File: src/rtl/ipmt_pkg.sv
// ----------------------------------------------------------------------------
// ipmt_pkg
// Types and constants shared by the in-place matrix transpose block.
// ----------------------------------------------------------------------------
package ipmt_pkg;

	localparam int DIM_W  = 13;
	localparam int PROD_W = 2 * DIM_W;
	localparam int IDX_W  = 12;
	localparam int WORD_W = 64;

	localparam logic [1:0] REQ_WRITE     = 2'd0;
	localparam logic [1:0] REQ_TRANSPOSE = 2'd1;
	localparam logic [1:0] REQ_READ      = 2'd2;

	localparam logic STAT_OK  = 1'b0;
	localparam logic STAT_ERR = 1'b1;

	localparam logic CFG_COLS = 1'b0;
	localparam logic CFG_ROWS = 1'b1;

	typedef struct packed {
		logic [1:0]        req_type;
		logic [IDX_W-1:0]  index;
		logic [WORD_W-1:0] value;
	} req_t;

	typedef struct packed {
		logic [1:0]        op_echo;
		logic              status;
		logic [WORD_W-1:0] read_data;
	} rsp_t;

	typedef enum logic [3:0] {
		ST_IDLE,
		ST_RESP,
		ST_SQ_RDA,
		ST_SQ_RDB,
		ST_SQ_WA,
		ST_SQ_WB,
		ST_CLR,
		ST_CHK,
		ST_CHK2,
		ST_LOAD,
		ST_DIV,
		ST_RD,
		ST_WR
	} state_t;

endpackage

File: src/rtl/ipmt_div.sv
// ----------------------------------------------------------------------------
// ipmt_div
// Restoring divider, one quotient bit per cycle; splits a flat index into
// row (quotient) and column (remainder).
// ----------------------------------------------------------------------------
module ipmt_div #(
	parameter int AW = 12
) (
	input  logic                     clk,
	input  logic                     arst_n,
	input  logic                     start,
	input  logic [AW-1:0]            dividend,
	input  logic [ipmt_pkg::DIM_W-1:0] divisor,
	output logic                     busy,
	output logic [AW-1:0]            quo,
	output logic [ipmt_pkg::DIM_W-1:0] rem
);

	import ipmt_pkg::*;

	localparam int CW = (AW > 1) ? $clog2(AW) : 1;

	logic              busy_q;
	logic [CW-1:0]     cnt_q;
	logic [AW-1:0]     quo_q;
	logic [DIM_W-1:0]  rem_q;
	logic [DIM_W:0]    trial;
	logic              fits;

	assign trial = {rem_q, quo_q[AW-1]};
	assign fits  = trial >= {1'b0, divisor};

	always_ff @(posedge clk or negedge arst_n) begin
		if (!arst_n) begin
			busy_q <= 1'b0;
			cnt_q  <= '0;
		end else if (start) begin
			busy_q <= 1'b1;
			cnt_q  <= '0;
		end else if (busy_q) begin
			cnt_q <= cnt_q + CW'(1);
			if (cnt_q == CW'(AW - 1)) begin
				busy_q <= 1'b0;
			end
		end
	end

	always_ff @(posedge clk) begin
		if (start) begin
			quo_q <= dividend;
			rem_q <= '0;
		end else if (busy_q) begin
			quo_q <= {quo_q[AW-2:0], fits};
			rem_q <= fits ? DIM_W'(trial - {1'b0, divisor}) : trial[DIM_W-1:0];
		end
	end

	assign busy = busy_q;
	assign quo  = quo_q;
	assign rem  = rem_q;

endmodule

File: config.mk
export PLATFORM = sky130hd
export DESIGN_NAME = ipmt_div
export DESIGN_NICKNAME = d
export VERILOG_FILES = /design/src/rtl/ipmt_pkg.sv /design/src/rtl/ipmt_div.sv
export SDC_FILE = /design/constraint.sdc
export NUM_CORES = 1
export LEC_CHECK = 0
export BUFFER_PORTS_ARGS = -buffer_cell sky130_fd_sc_hd__buf_2
export CORE_ASPECT_RATIO = 1.25
export CORE_MARGIN = 3
export CORE_UTILIZATION = 45
export DETAILED_ROUTE_END_ITERATION = 12
export PLACE_DENSITY = 0.66
export SKIP_CTS_REPAIR_TIMING = 1
export SYNTH_ARGS = -nofsm -noshare
export SYNTH_HDL_FRONTEND = slang
export SYNTH_SLANG_ARGS = --single-unit
File: constraint.sdc
create_clock -name clk -period 2.5 [get_ports clk]
set_input_delay 0.5 -clock clk [delete_from_list [all_inputs] [get_ports clk]]
set_output_delay 0.5 -clock clk [all_outputs]
set_load 0.02 [all_outputs]
==> impl_metrics.env <==
export IMPL_port_buffers=53
export IMPL_timing_final_crit_share=0.9526
export IMPL_ys_seq_area_frac=0.3606
export IMPL_via_per_inst=5.343
export IMPL_setup_tns_ns=0
export IMPL_postRouteWirelength_um=5129
export IMPL_num_vias=1854
export IMPL_layout_drive_gt1_share=0.3540
export IMPL_crit_type="reg2reg"
export IMPL_synth_simple_gate_area_frac=0.1525
export IMPL_drc=0
export IMPL_synthArstFlopShare=0.1667
export IMPL_synth_area_um2=2068
export IMPL_skew_ns=0.01159
export IMPL_drt_pass1_iterations=4
export IMPL_place_inst=338
export IMPL_p_total_mw=2.723
export IMPL_synthMuxAreaShare=0.07441
export IMPL_p_leak_nw=1.255
export IMPL_synth_xor_area_frac=0.03388
export IMPL_finalHoldViolCount=0
export IMPL_clock_sinks=30
export IMPL_stdcell_count=347
export IMPL_synth_seq_cells=30
export IMPL_worst_pin_slew_ns=0.4856
export IMPL_required_ns=2.68
export IMPL_arrival_ns=2.56
export IMPL_wl_per_cell_um=14.78
export IMPL_setup_viol=0
export IMPL_gp_congestion=0.9275
export IMPL_grt_start_max_net_pins=22
export IMPL_die_w_um=66.64
export IMPL_insertion_delay_ns=0.28
export IMPL_startpoint_type="register"
export IMPL_status="complete, no violations"
export IMPL_slew_viol_final=0
export IMPL_synth_top_family_by_area="compound AO/OA/AOI/OAI gates"
export IMPL_io_pins=54
export IMPL_worst_path_max_delay_cell="o311a_2"
export IMPL_min_path_type="in2async"
export IMPL_grt_pass1_vias=1761
export IMPL_cts_made_buffers=5
export IMPL_die_h_um=81.80
export IMPL_yosysWarnings=0
export IMPL_htree_levels=2
export IMPL_grt_pass1_wl_um=8169
export IMPL_postSynthCellCount=222
export IMPL_path_clk_slew_ns=0.07
export IMPL_fmax_ghz=0.4199
export IMPL_hpwlAfterDp_um=3975
export IMPL_synth_adder_area_share=0.09437
export IMPL_synth_edf_count=12
export IMPL_grt_setup_unrepaired="no"
export IMPL_area_growth_pct=25.83
export IMPL_period_minus_slack_ns=2.381
export IMPL_slowest_delay_ns=0.43
export IMPL_yosys_cell_types_count=51
export IMPL_syn_num_nets=265
export IMPL_antenna_left=0
export IMPL_die_area_um2=5450
export IMPL_core_area_um2=4262
export IMPL_utilization=0.6107
export IMPL_drtIter0Drc=74
export IMPL_antenna_found_initial=0
export IMPL_hold_ws_ns=0.01678
export IMPL_cts_max_path_buffers=2
export IMPL_synth_main_ff_cell="dfxtp_1"
export IMPL_max_cap_viol_count=0
export IMPL_grt_use_total=0.2009
export IMPL_tritoncts="yes"
export IMPL_cts_root_buffer="clkbuf_8"
export IMPL_critPathMaxFanout=12
export IMPL_critical_path_endpoint_type="register"
export IMPL_rows=26
export IMPL_worstPathCellList="inv_1 > ha_1 > fa_1 > nand2b_4 > a21oi_4 > o311a_2 > or2_4 > o211a_1 > a2111oi_2"
export IMPL_antenna_cells=0
export IMPL_slew_headroom=0.6763
export IMPL_synth_compound_area_frac=0.2202
export IMPL_syn_area_per_cell_um2=9.316
export IMPL_ir_worst_vdd_mv=0.4600
export IMPL_fin_nets=333
export IMPL_initial_core_util=0.4853
export IMPL_power_density_nw_per_um2=1046
export IMPL_grt_overflow=0
==> placed cells by master (no fill, tap or decap), types with 2 or more instances in the layout <==
cell      instances
buf_2            53
nor2_1           25
buf_4            20
inv_1            19
nand2_1          17
ha_1             14
dfxtp_1          13
edfxtp_1         12
mux2_2           11
a21oi_1          10
a311oi_1          8
o21ai_0           6
xnor2_1           6
dfrtp_1           5
clkbuf_8          5
nand2b_1          4
nand3b_1          4
and2_1            3
a21o_1            3
o211ai_1          3
a211oi_1          3
mux2i_1           3
o21ai_1           3
o21a_1            3
nand4_1           2
and3_1            2
nand3_1           2
xor2_1            2
o21bai_1          2
==> cell families after synthesis <==
| kind of cell | Yosys count |
|---|---|
| fa+ha+maj | 15 |
| buf+inv | 31 |
| compound gates | 58 |
| flops | 30 |
| xor+xnor | 8 |
| simple gates | 66 |
| mux | 14 |
==> worst max-delay path, delay by kind of cell (launching register included) <==
kind / cells / cell delay (ns)
and+or+nand+nor: 2 / 0.46
adders and majority gates: 2 / 0.37
DFF: 1 / 0.39
buffers and inverters: 1 / 0.11
AOI/OAI and AO/OA: 4 / 0.97
==> cell type report <==
type	count	area, um^2
fillers	396	1659
well taps	56	70.07
multi-input cells	161	1215
clock buffers	5	68.82
inverters	19	71.32
clock inverters	3	16.27
flip-flops and latches	30	745.7
repair buffers	73	415.4
==> final timing paths <==
| path | start | endpoint | slack [ns] | cells past startpoint |
|---|---|---|---|---|
| worst max-delay path | quo[11] | rem[6] | 0.12 | 9 |
| worst min-delay path | arst_n | cnt_q[2] | 0.02 | 1 |
| worst max register to register | quo[11] | rem[6] | 0.12 | 9 |
| worst min register to register | rem[1] | rem[1] | 0.52 | 2 |
| max in group asynchronous | arst_n | cnt_q[1] | 2.35 | 1 |
| min in group clk | dividend[0] | quo[0] | 0.50 | 3 |
==> metal layers <==
metal | vias to the layer above | global-route usage | wire length [um]
met1 | 854 | 0.2539 | 2204
met5 | - | 0 | 0
met4 | 0 | 0.04878 | 44
met3 | 7 | 0.04104 | 208
met2 | 48 | 0.3492 | 2672
li1 | 945 | - | -
==> where the power goes <==
| group | internal (mW) | switching, mW |
|---|---|---|
| sequential | 0.636 | 0.104 |
| clock | 0.190 | 0.194 |
| combinational | 0.721 | 0.879 |
==> flip-flops by register name (all words and copies together) (netlist names) <==
register,cells
rem,13
busy,1
quo,12
cnt_q,4
==> cell usage after synthesis, types with 4 or more instances <==
cell / instances / share of area
nor2_1: 25 / 0.045
inv_1: 19 / 0.034
nand2_1: 17 / 0.031
ha_1: 14 / 0.085
dfxtp_1: 13 / 0.13
edfxtp_1: 12 / 0.17
a21oi_1: 11 / 0.027
mux2_2: 11 / 0.060
a311oi_1: 9 / 0.038
clkbuf_1: 9 / 0.016
o21ai_0: 6 / 0.015
xnor2_1: 6 / 0.025
dfrtp_1: 5 / 0.060
nand2b_1: 5 / 0.015
nand3b_1: 4 / 0.015
==> stage by stage <==
stage	setup slack (ns)	instance area, um^2
after floorplan	0.09702	2068
after global placement	-0.1203	2485
after detailed placement	-0.1685	2485
after CTS	0.01867	2570
after global routing	0.003954	2603
final	0.1186	2603
No activity file was read; power rests on OpenSTA's default activity.
